## src/sv/rbc_pkg.sv

```systemverilog
// package for the rgba blend mode compositor: widths, codes, pipeline control
// struct and the exact divide-by-255 helper; no dependencies
package rbc_pkg;

    localparam int NSTG = 7;              // register stages from input to output
    localparam int CH_W = 8;              // width of one pixel channel
    localparam int PROD_W = 2 * CH_W;     // product of two channels
    localparam int IN_W = 8 * CH_W;       // source and destination pixel
    localparam int OUT_W = 4 * CH_W;      // composited pixel
    localparam int CFG_IDX_W = 2;
    localparam int CFG_DATA_W = 8;

    localparam logic [CH_W-1:0] FULL = 8'hff;

    // register indexes
    localparam logic [CFG_IDX_W-1:0] CFG_GLOBAL_ALPHA = 2'd0;
    localparam logic [CFG_IDX_W-1:0] CFG_BLEND_MODE   = 2'd1;
    localparam logic [CFG_IDX_W-1:0] CFG_SWAP         = 2'd2;

    // blend modes, codes above MODE_MULT pass the destination through
    localparam logic [2:0] MODE_NORMAL  = 3'd0;
    localparam logic [2:0] MODE_ADD     = 3'd1;
    localparam logic [2:0] MODE_SUB     = 3'd2;
    localparam logic [2:0] MODE_INV_SUB = 3'd3;
    localparam logic [2:0] MODE_MULT    = 3'd4;

    typedef struct packed {
        logic [NSTG-1:0] load;            // per-stage register load
    } t_pipe_ctl;

    // floor(x / 255), exact for x up to 255*255
    function automatic logic [CH_W-1:0] div255(input logic [PROD_W-1:0] x);
        logic [PROD_W:0] t;
        t = {1'b0, x} + (PROD_W+1)'(1) + (PROD_W+1)'(x >> CH_W);
        return t[PROD_W-1:CH_W];
    endfunction

endpackage

```

## src/sv/rbc_alpha_unit.sv

```systemverilog
// effective and inverse alpha, stages 0 and 1 of the pipeline
// depends on rbc_pkg
module rbc_alpha_unit (
    input  logic                    i_clk,
    input  rbc_pkg::t_pipe_ctl      i_ctl,
    input  logic [rbc_pkg::CH_W-1:0] i_src_alpha,
    input  logic [rbc_pkg::CH_W-1:0] i_global_alpha,
    output logic [rbc_pkg::CH_W-1:0] o_a,
    output logic [rbc_pkg::CH_W-1:0] o_ia
);
    import rbc_pkg::*;

    logic [PROD_W-1:0] r_pa;
    logic [CH_W-1:0]   r_a;
    logic [CH_W-1:0]   r_ia;
    logic [CH_W-1:0]   n_a;

    assign n_a = div255(r_pa);

    always_ff @(posedge i_clk) begin
        if (i_ctl.load[0]) begin
            r_pa <= PROD_W'(i_src_alpha) * PROD_W'(i_global_alpha);
        end
        if (i_ctl.load[1]) begin
            r_a  <= n_a;
            r_ia <= FULL - n_a;
        end
    end

    assign o_a  = r_a;
    assign o_ia = r_ia;

endmodule

```

## src/sv/rbc_channel_unit.sv

```systemverilog
// one colour channel of the blend, stages 2 to 6
// depends on rbc_pkg
module rbc_channel_unit (
    input  logic                    i_clk,
    input  rbc_pkg::t_pipe_ctl      i_ctl,
    input  logic [2:0]              i_mode,
    input  logic [rbc_pkg::CH_W-1:0] i_a,
    input  logic [rbc_pkg::CH_W-1:0] i_ia,
    input  logic [rbc_pkg::CH_W-1:0] i_src,
    input  logic [rbc_pkg::CH_W-1:0] i_dst,
    output logic [rbc_pkg::CH_W-1:0] o_out
);
    import rbc_pkg::*;

    // stage 2
    logic [PROD_W-1:0] r_sa;
    logic [PROD_W-1:0] r_dia;
    logic [CH_W-1:0]   r_d2;
    // stage 3
    logic [CH_W-1:0]   r_norm;
    logic [CH_W-1:0]   r_q1;
    logic [CH_W-1:0]   r_r1;
    logic [CH_W-1:0]   r_d3;
    // stage 4
    logic [PROD_W-1:0] r_qd;
    logic [PROD_W-1:0] r_rd;
    logic [CH_W-1:0]   r_lin4;
    // stage 5
    logic [PROD_W-1:0] r_m;
    logic [CH_W-1:0]   r_lin5;
    // stage 6
    logic [CH_W-1:0]   r_out;

    logic [CH_W-1:0]   n_q1;
    logic [PROD_W-1:0] n_rem;
    logic [CH_W:0]     n_sum;
    logic [CH_W-1:0]   n_lin;

    assign n_q1  = div255(r_sa);
    // s*a = 255*q1 + r1
    assign n_rem = r_sa - {n_q1, {CH_W{1'b0}}} + {{CH_W{1'b0}}, n_q1};
    assign n_sum = {1'b0, r_d3} + {1'b0, r_q1};

    // modes that need no second product, pass-through takes the destination; multiply is picked later
    always_comb begin
        if (i_mode == MODE_NORMAL) begin
            n_lin = r_norm;
        end else if (i_mode == MODE_ADD) begin
            n_lin = n_sum[CH_W] ? FULL : n_sum[CH_W-1:0];
        end else if (i_mode == MODE_SUB) begin
            n_lin = (r_d3 > r_q1) ? (r_d3 - r_q1) : '0;
        end else if (i_mode == MODE_INV_SUB) begin
            n_lin = (r_q1 > r_d3) ? (r_q1 - r_d3) : '0;
        end else begin
            n_lin = r_d3;
        end
    end

    always_ff @(posedge i_clk) begin
        if (i_ctl.load[2]) begin
            r_sa  <= PROD_W'(i_src) * PROD_W'(i_a);
            r_dia <= PROD_W'(i_dst) * PROD_W'(i_ia);
            r_d2  <= i_dst;
        end
        if (i_ctl.load[3]) begin
            r_norm <= div255(PROD_W'(r_sa + r_dia));
            r_q1   <= n_q1;
            r_r1   <= n_rem[CH_W-1:0];
            r_d3   <= r_d2;
        end
        if (i_ctl.load[4]) begin
            // s*a*d/255 = q1*d + r1*d/255
            r_qd   <= PROD_W'(r_q1) * PROD_W'(r_d3);
            r_rd   <= PROD_W'(r_r1) * PROD_W'(r_d3);
            r_lin4 <= n_lin;
        end
        if (i_ctl.load[5]) begin
            r_m    <= r_qd + {{CH_W{1'b0}}, div255(r_rd)};
            r_lin5 <= r_lin4;
        end
        if (i_ctl.load[6]) begin
            r_out <= (i_mode == MODE_MULT) ? div255(r_m) : r_lin5;
        end
    end

    assign o_out = r_out;

endmodule

```

## src/sv/rbc_cover_unit.sv

```systemverilog
// output alpha 255 - ia*(255-da)/255, stages 2 to 6
// depends on rbc_pkg
module rbc_cover_unit (
    input  logic                    i_clk,
    input  rbc_pkg::t_pipe_ctl      i_ctl,
    input  logic [2:0]              i_mode,
    input  logic [rbc_pkg::CH_W-1:0] i_ia,
    input  logic [rbc_pkg::CH_W-1:0] i_dst_alpha,
    output logic [rbc_pkg::CH_W-1:0] o_alpha
);
    import rbc_pkg::*;

    logic [PROD_W-1:0] r_ip;
    logic [CH_W-1:0]   r_da2;
    logic [CH_W-1:0]   r_cov [3:NSTG-1];

    always_ff @(posedge i_clk) begin
        if (i_ctl.load[2]) begin
            r_ip  <= PROD_W'(i_ia) * PROD_W'(FULL - i_dst_alpha);
            r_da2 <= i_dst_alpha;
        end
        if (i_ctl.load[3]) begin
            // unused modes keep the destination alpha
            r_cov[3] <= (i_mode > MODE_MULT) ? r_da2 : (FULL - div255(r_ip));
        end
        for (int k = 4; k < NSTG; k++) begin
            if (i_ctl.load[k]) begin
                r_cov[k] <= r_cov[k-1];
            end
        end
    end

    assign o_alpha = r_cov[NSTG-1];

endmodule

```

## src/sv/rgba_blend_mode_compositor.sv

```systemverilog
// top level of the rgba blend mode compositor: config registers, pipeline valid
// and stall control, pixel staging; depends on rbc_pkg and the three rbc units
//
//  port group     dir  beat contents
//  s_axis_*       in   source and destination pixel pair, 64-bit tdata
//  m_axis_*       out  composited pixel, 32-bit tdata
//  i_cfg_*        in   register write: 0 global alpha, 1 blend mode, 2 swap
//
// seven register stages, one pixel per cycle when not stalled
// stage 0 takes the alpha product, 1 scales it, 2 to 6 blend and pick the mode
// every stage has a valid bit and loads when empty or when the next one moves,
// so bubbles close up and a stalled output holds its beat
// reset clears the valid bits and sets global alpha 255, normal mode, no swap
module rgba_blend_mode_compositor (
    input  logic                            i_clk,
    input  logic                            i_rst_n,
    input  logic                            s_axis_tvalid,
    output logic                            s_axis_tready,
    // src_c1, src_c2, src_c3, src_alpha, dst_c1, dst_c2, dst_c3, dst_alpha
    input  logic [rbc_pkg::IN_W-1:0]        s_axis_tdata,
    output logic                            m_axis_tvalid,
    input  logic                            m_axis_tready,
    // out_c1, out_c2, out_c3, out_alpha
    output logic [rbc_pkg::OUT_W-1:0]       m_axis_tdata,
    input  logic                            i_cfg_we,
    input  logic [rbc_pkg::CFG_IDX_W-1:0]   i_cfg_idx,
    input  logic [rbc_pkg::CFG_DATA_W-1:0]  i_cfg_data
);
    import rbc_pkg::*;

    logic [CH_W-1:0] r_global_alpha;
    logic [2:0]      r_blend_mode;
    logic            r_swap;

    logic [NSTG-1:0] r_v;
    logic [NSTG-1:0] n_adv;
    t_pipe_ctl       w_ctl;

    logic [CH_W-1:0] r_src0 [3];
    logic [CH_W-1:0] r_dst0 [4];
    logic [CH_W-1:0] r_src1 [3];
    logic [CH_W-1:0] r_dst1 [4];

    logic [CH_W-1:0] w_a;
    logic [CH_W-1:0] w_ia;
    logic [CH_W-1:0] w_out [3];
    logic [CH_W-1:0] w_alpha;

    always_ff @(posedge i_clk) begin
        if (!i_rst_n) begin
            r_global_alpha <= FULL;
            r_blend_mode   <= MODE_NORMAL;
            r_swap         <= 1'b0;
        end else if (i_cfg_we) begin
            if (i_cfg_idx == CFG_GLOBAL_ALPHA) begin
                r_global_alpha <= i_cfg_data;
            end else if (i_cfg_idx == CFG_BLEND_MODE) begin
                r_blend_mode <= i_cfg_data[2:0];
            end else if (i_cfg_idx == CFG_SWAP) begin
                r_swap <= i_cfg_data[0];
            end
        end
    end

    // a stage moves when it is empty or its successor moves
    always_comb begin
        n_adv[NSTG-1] = !r_v[NSTG-1] || m_axis_tready;
        for (int k = NSTG - 2; k >= 0; k--) begin
            n_adv[k] = !r_v[k] || n_adv[k+1];
        end
    end

    assign w_ctl.load    = n_adv;
    assign s_axis_tready = n_adv[0];
    assign m_axis_tvalid = r_v[NSTG-1];

    always_ff @(posedge i_clk) begin
        if (!i_rst_n) begin
            r_v <= '0;
        end else begin
            if (n_adv[0]) begin
                r_v[0] <= s_axis_tvalid;
            end
            for (int k = 1; k < NSTG; k++) begin
                if (n_adv[k]) begin
                    r_v[k] <= r_v[k-1];
                end
            end
        end
    end

    always_ff @(posedge i_clk) begin
        if (n_adv[0]) begin
            r_src0[0] <= r_swap ? s_axis_tdata[23:16] : s_axis_tdata[7:0];
            r_src0[1] <= s_axis_tdata[15:8];
            r_src0[2] <= r_swap ? s_axis_tdata[7:0] : s_axis_tdata[23:16];
            r_dst0[0] <= s_axis_tdata[39:32];
            r_dst0[1] <= s_axis_tdata[47:40];
            r_dst0[2] <= s_axis_tdata[55:48];
            r_dst0[3] <= s_axis_tdata[63:56];
        end
        if (n_adv[1]) begin
            r_src1 <= r_src0;
            r_dst1 <= r_dst0;
        end
    end

    rbc_alpha_unit u_alpha (
        .i_clk          (i_clk),
        .i_ctl          (w_ctl),
        .i_src_alpha    (s_axis_tdata[31:24]),
        .i_global_alpha (r_global_alpha),
        .o_a            (w_a),
        .o_ia           (w_ia)
    );

    for (genvar c = 0; c < 3; c++) begin : g_chan
        rbc_channel_unit u_chan (
            .i_clk  (i_clk),
            .i_ctl  (w_ctl),
            .i_mode (r_blend_mode),
            .i_a    (w_a),
            .i_ia   (w_ia),
            .i_src  (r_src1[c]),
            .i_dst  (r_dst1[c]),
            .o_out  (w_out[c])
        );
    end

    rbc_cover_unit u_cover (
        .i_clk       (i_clk),
        .i_ctl       (w_ctl),
        .i_mode      (r_blend_mode),
        .i_ia        (w_ia),
        .i_dst_alpha (r_dst1[3]),
        .o_alpha     (w_alpha)
    );

    assign m_axis_tdata = {w_alpha, w_out[2], w_out[1], w_out[0]};

    // an accepted beat always lands in stage 0
    a_accept_lands: assert property (@(posedge i_clk) disable iff (!i_rst_n)
        s_axis_tvalid && s_axis_tready |=> r_v[0])
        else $error("accepted beat missing from stage 0");

    // with the output stage empty the input never stalls
    a_empty_ready: assert property (@(posedge i_clk) disable iff (!i_rst_n)
        !r_v[NSTG-1] |-> s_axis_tready)
        else $error("input stalled with empty output stage");

    // a full pipeline blocked at the output takes nothing
    a_full_stall: assert property (@(posedge i_clk) disable iff (!i_rst_n)
        (&r_v) && !m_axis_tready |-> !s_axis_tready)
        else $error("input taken while pipeline full and stalled");

    // a stalled output beat is not overwritten by a moving stage 5
    a_hold_tail: assert property (@(posedge i_clk) disable iff (!i_rst_n)
        m_axis_tvalid && !m_axis_tready |=> m_axis_tvalid && $stable(r_v[NSTG-1]))
        else $error("output beat lost during stall");

endmodule

```

## config.mk

```make
export PLATFORM = sky130hd
export DESIGN_NAME = rgba_blend_mode_compositor
export DESIGN_NICKNAME = d
export VERILOG_FILES = /design/src/sv/rbc_pkg.sv /design/src/sv/rbc_alpha_unit.sv /design/src/sv/rbc_channel_unit.sv /design/src/sv/rbc_cover_unit.sv /design/src/sv/rgba_blend_mode_compositor.sv
export SDC_FILE = /design/constraint.sdc
export NUM_CORES = 2
export LEC_CHECK = 0
export BUFFER_PORTS_ARGS = -buffer_cell sky130_fd_sc_hd__buf_2
export CORE_ASPECT_RATIO = 0.7
export CORE_UTILIZATION = 59
export CTS_CLUSTER_DIAMETER = 50
export DETAILED_ROUTE_END_ITERATION = 10
export PLACE_DENSITY = 0.77
export SYNTH_ARGS = -nofsm -noshare
export SYNTH_HDL_FRONTEND = slang
export SYNTH_SLANG_ARGS = --single-unit
```

## constraint.sdc

```tcl
create_clock -name i_clk -period 4.4 [get_ports i_clk]
set_clock_uncertainty 0.15 [all_clocks]
set_input_delay 0.44 -clock i_clk [delete_from_list [all_inputs] [get_ports i_clk]]
set_output_delay 0.44 -clock i_clk [all_outputs]
set_load 0.03 [all_outputs]
```

==> qor.txt <==
CTS
---------------------------------------------------------------------------------------
Sinks on the clock net ...................................................          651
Later-pin clock latency in the skew report ...............................      0.69 ns
H-Tree Level Count .......................................................            3
Clk root buf ............................................................. sky130_fd_sc_hd__clkbuf_16
CTS tree .................................................................        built
Clock transition at path regs ............................................      0.06 ns
Clock buffers created by TritonCTS .......................................           77
Deepest clock path buffer count ..........................................            3

CRITICAL PATH
---------------------------------------------------------------------------------------
Launch point of the worst reg-to-reg path ................................ u_alpha.o_ia[3]$_DFFE_PP_
Endpoint required time on the critical path ..............................      4.64 ns
Critical path buffers and inverters ......................................            6
Delay of the slowest cell on the worst path ..............................      0.48 ns
Reg-to-reg endpoint ...................................................... g_chan[0].u_chan.r_dia[14]$_DFFE_PP_
Slowest-stage cell, CP ................................................... sky130_fd_sc_hd__fa_1
Cell chain of the critical path .......................................... buf_4, buf_12, clkbuf_16, and2_1, fa_2, fa_1, ha_1, inv_1, fa_1, inv_1, ha_1, buf_4, a21oi_4, nand2b_4, a21boi_1, o311a_1, nor2_1, a21oi_1, xor2_1
Dominant delay contributor by cell family on the critical path ...........  adder cells
Data arrival at the endpoint of the critical path ........................      4.97 ns
Capturing element type of the critical path ..............................         flop
FF-to-FF path depth ......................................................           19
Critical setup path kind .................................................      reg2reg
FF-to-FF setup slack .....................................................     -0.33 ns
Critical Path Start Type .................................................         flop
Highest fanout seen on the critical path .................................           13

FINISH
---------------------------------------------------------------------------------------
Number of standard cells in the final layout excluding fillers ...........         7996
Post-route cell area .....................................................   0.0736 mm²
Final Net Count ..........................................................         7964
Ant. Diodes ..............................................................            0
Ratio of cells with drive above 1 in the final layout ....................        21.5%
Area growth from synthesis to layout .....................................        21.8%
Most common library cell in the layout ignoring fill and taps ............ sky130_fd_sc_hd__inv_1
Leading cell types in the layout, fill and taps excluded ................. sky130_fd_sc_hd__inv_1, sky130_fd_sc_hd__ha_1, sky130_fd_sc_hd__edfxtp_1

YOSYS
---------------------------------------------------------------------------------------
Sequential fraction of the synthesis area ................................        32.1%
Number of synthesized flops with an enable pin ...........................          632
Cells after Synth ........................................................         5786
Synthesized area divided by synthesized cell count .......................     10.4 µm²
Yosys warning count ......................................................            0
Fraction of registers with async set or reset after synthesis ............           0%
Post-synthesis register bit count ........................................          651
Ys flop type ............................................................. sky130_fd_sc_hd__edfxtp_1
Nets in the synthesized netlist ..........................................         7151
Netlist area before placement ............................................   0.0604 mm²
Number of library cell types mapped by synthesis .........................           82

ROUTING
---------------------------------------------------------------------------------------
Post-detailed-routing wire length ........................................    151000 µm
Remaining number of nets flagged by the antenna check after routing ......            0
Via count normalized by instance count ...................................         5.58
Residual DRC count .......................................................            0
Pre-Repair DR Iteration Count ............................................            8
Number of violations reported at the end of detailed-routing iteration 0 .         3421
Wire length per cell after detailed routing ..............................      18.9 µm
Total via count after detailed routing ...................................        44700

FLOORPLANNING
---------------------------------------------------------------------------------------
Ports placed on the boundary .............................................          113
Starting density of the core .............................................        59.9%
Die Wd ...................................................................       384 µm
Core region area .........................................................    0.101 mm²
Die height ...............................................................       270 µm
Cell Rows ................................................................           97
Die ar. ..................................................................    0.104 mm²

PLACE
---------------------------------------------------------------------------------------
Detailed placer's ending HPWL ............................................    111000 µm
Count of buffers inserted at the top-level ports .........................          112
Gp weighted congestion ...................................................        0.948
Placed instance area .....................................................   0.0666 mm²
Pre-CTS setup slack ......................................................    -0.484 ns
Dpl cells ................................................................         7654

STA
---------------------------------------------------------------------------------------
Minimum clock period after layout ........................................      4.73 ns
Maximum clock frequency ..................................................      211 MHz
Total setup violations reported at the end of the flow ...................           46
Final max-slew violation count ...........................................            0
Max transition margin ....................................................        23.8%
Final clock period utilization by the worst path .........................         107%
RSZ-0062 raised after global routing .....................................          yes
Fin. Hold Viols ..........................................................            0
Pin slew with the least headroom to its limit ............................      1.14 ns
Worst Setup Slack, final .................................................    -0.328 ns

GLOBAL ROUTE
---------------------------------------------------------------------------------------
Total gr overflow ........................................................            0
Initial antenna violation count ..........................................            1
GRT Total Usage ..........................................................        28.2%
Wire length of the first global-routing pass .............................    233000 µm
Pin count of the biggest net entering global routing .....................           81
Vias in the first global route ...........................................        44500

MIN PATH
---------------------------------------------------------------------------------------
Hold-critical path endpoint .............................................. r_swap$_SDFFE_PN0P_
Start point of the worst hold path ....................................... i_cfg_idx[1]
Min-Delay Path Class .....................................................       in2reg
Hold Path Cell Cnt .......................................................            4

RUN STATUS
---------------------------------------------------------------------------------------
Violations in the final reports .......................................... negative setup slack
Result of the run ........................................................ complete, but fails checks

RUN
---------------------------------------------------------------------------------------
Max-capacitance violation count ..........................................            0

==> worst reg2reg max path, stage by stage (launching register included) <==
cell                        delay [ns]
sky130_fd_sc_hd__edfxtp_1         0.44
sky130_fd_sc_hd__buf_4            0.18
sky130_fd_sc_hd__buf_12           0.12
sky130_fd_sc_hd__clkbuf_16        0.17
sky130_fd_sc_hd__and2_1           0.17
sky130_fd_sc_hd__fa_2             0.36
sky130_fd_sc_hd__fa_1             0.44
sky130_fd_sc_hd__ha_1             0.29
sky130_fd_sc_hd__inv_1            0.05
sky130_fd_sc_hd__fa_1             0.48
sky130_fd_sc_hd__inv_1            0.04
sky130_fd_sc_hd__ha_1             0.30
sky130_fd_sc_hd__buf_4            0.16
sky130_fd_sc_hd__a21oi_4          0.13
sky130_fd_sc_hd__nand2b_4         0.13
sky130_fd_sc_hd__a21boi_1         0.09
sky130_fd_sc_hd__o311a_1          0.40
sky130_fd_sc_hd__nor2_1           0.11
sky130_fd_sc_hd__a21oi_1          0.08
sky130_fd_sc_hd__xor2_1           0.17
==> cells in the mapped netlist, types with 15 or more instances <==
master	count	area [µm²]
sky130_fd_sc_hd__a211oi_1	21	158
sky130_fd_sc_hd__a21boi_0	34	255
sky130_fd_sc_hd__a21o_1	60	450
sky130_fd_sc_hd__a21oi_1	263	1320
sky130_fd_sc_hd__a22o_1	16	140
sky130_fd_sc_hd__a22oi_1	15	113
sky130_fd_sc_hd__and2_1	533	3330
sky130_fd_sc_hd__and3_1	28	175
sky130_fd_sc_hd__clkbuf_1	99	372
sky130_fd_sc_hd__dfxtp_1	19	380
sky130_fd_sc_hd__edfxtp_1	632	19000
sky130_fd_sc_hd__fa_1	522	10500
sky130_fd_sc_hd__ha_1	764	9560
sky130_fd_sc_hd__inv_1	865	3250
sky130_fd_sc_hd__mux2_2	17	191
sky130_fd_sc_hd__nand2_1	331	1240
sky130_fd_sc_hd__nand2b_1	40	250
sky130_fd_sc_hd__nand3_1	80	400
sky130_fd_sc_hd__nand4_1	42	263
sky130_fd_sc_hd__nor2_1	376	1410
sky130_fd_sc_hd__nor2b_1	119	744
sky130_fd_sc_hd__nor3_1	61	305
sky130_fd_sc_hd__o21a_1	54	405
sky130_fd_sc_hd__o21ai_0	140	701
sky130_fd_sc_hd__o21bai_1	19	143
sky130_fd_sc_hd__or2_2	17	106
sky130_fd_sc_hd__or3_1	20	125
sky130_fd_sc_hd__xnor2_1	283	2480
sky130_fd_sc_hd__xor2_1	102	893
==> through the flow <==
step / setup TNS (ns) / hold WS (ns) / util, %
6_report: -5.26 / 0.103 / 73.0
5_1_grt: -13.45 / 0.115 / 73.0
4_1_cts: -2.52 / 0.0685 / 70.7
3_5_place_dp: -12.61 / 0.255 / 66.1
3_3_place_gp: -6.22 / 0.251 / 66.1
2_1_floorplan: -0.0723 / 0.250 / -
==> worst max path at each step <==
stage	startpoint	to	slack [ns]	depth (start not counted)
after global placement	s_axis_tdata[27]	u_alpha.r_pa[15]$_DFFE_PP_	-0.29	17
after floorplan	u_alpha.o_ia[2]$_DFFE_PP_	g_chan[0].u_chan.r_dia[13]$_DFFE_PP_	-0.03	16
after global routing	u_alpha.o_ia[3]$_DFFE_PP_	g_chan[2].u_chan.r_dia[15]$_DFFE_PP_	-0.45	18
after detailed placement	u_alpha.o_a[4]$_DFFE_PP_	g_chan[0].u_chan.r_sa[15]$_DFFE_PP_	-0.48	16
after CTS	u_alpha.o_ia[3]$_DFFE_PP_	u_cover.r_ip[14]$_DFFE_PP_	-0.22	18
final	u_alpha.o_ia[3]$_DFFE_PP_	g_chan[0].u_chan.r_dia[14]$_DFFE_PP_	-0.33	19
==> flip-flops by register name (all words and copies together) (netlist names), 32 cells and up <==
register,count
g_chan.u_chan.r_qd,48
g_chan.u_chan.r_m,48
g_chan.u_chan.r_rd,48
r_dst0,32
r_dst1,32
g_chan.u_chan.r_dia,48
g_chan.u_chan.r_sa,48
u_cover.r_cov,32
==> kinds of logic (layout without fill, tap and decap cells) <==
family                   count (synthesis)  in the layout  share of synthesized area, %
AND/OR/NAND/NOR                       1682           1682                          14.3
adder cells (fa/ha/maj)               1286           1286                          33.1
buffers and inverters                  985           1859                          6.17
AO/OA/AOI/OAI                          772            772                          8.28
flip-flops                             651            651                          32.1
XOR/XNOR                               386            386                          5.61
multiplexers                            24             24                         0.433
==> layout make-up <==
class	instances	area [µm²]
clock buffers	90	2010
inverters	873	3300
flip-flops and latches	651	19400
clock inverters	50	533
multi-input cells	4150	39900
repair buffers	846	6830
fillers	6767	27200
well taps	1336	1670
==> per-layer routing <==
layer	up-vias	routed length (µm)	global-route usage, %
met5	-	23	0.0926
met4	4	3390	6.41
met3	224	11500	4.73
met2	1585	66300	41.8
met1	21900	69600	43.0
li1	21000	-	-
==> repair_timing <==
item / in CTS / in global routing
hold buffers: 82 / 0
cloned: 3 / 4
endpoints found under the setup margin: 74 / 116
endpoints found under the hold margin: 71 / 0
pin swaps: 110 / 274
setup buffers: 39 / 79
resized for setup: 256 / 428
Power is not shown: default switching activity piles up to over one toggle a cycle in this logic, so the estimate is an artifact.
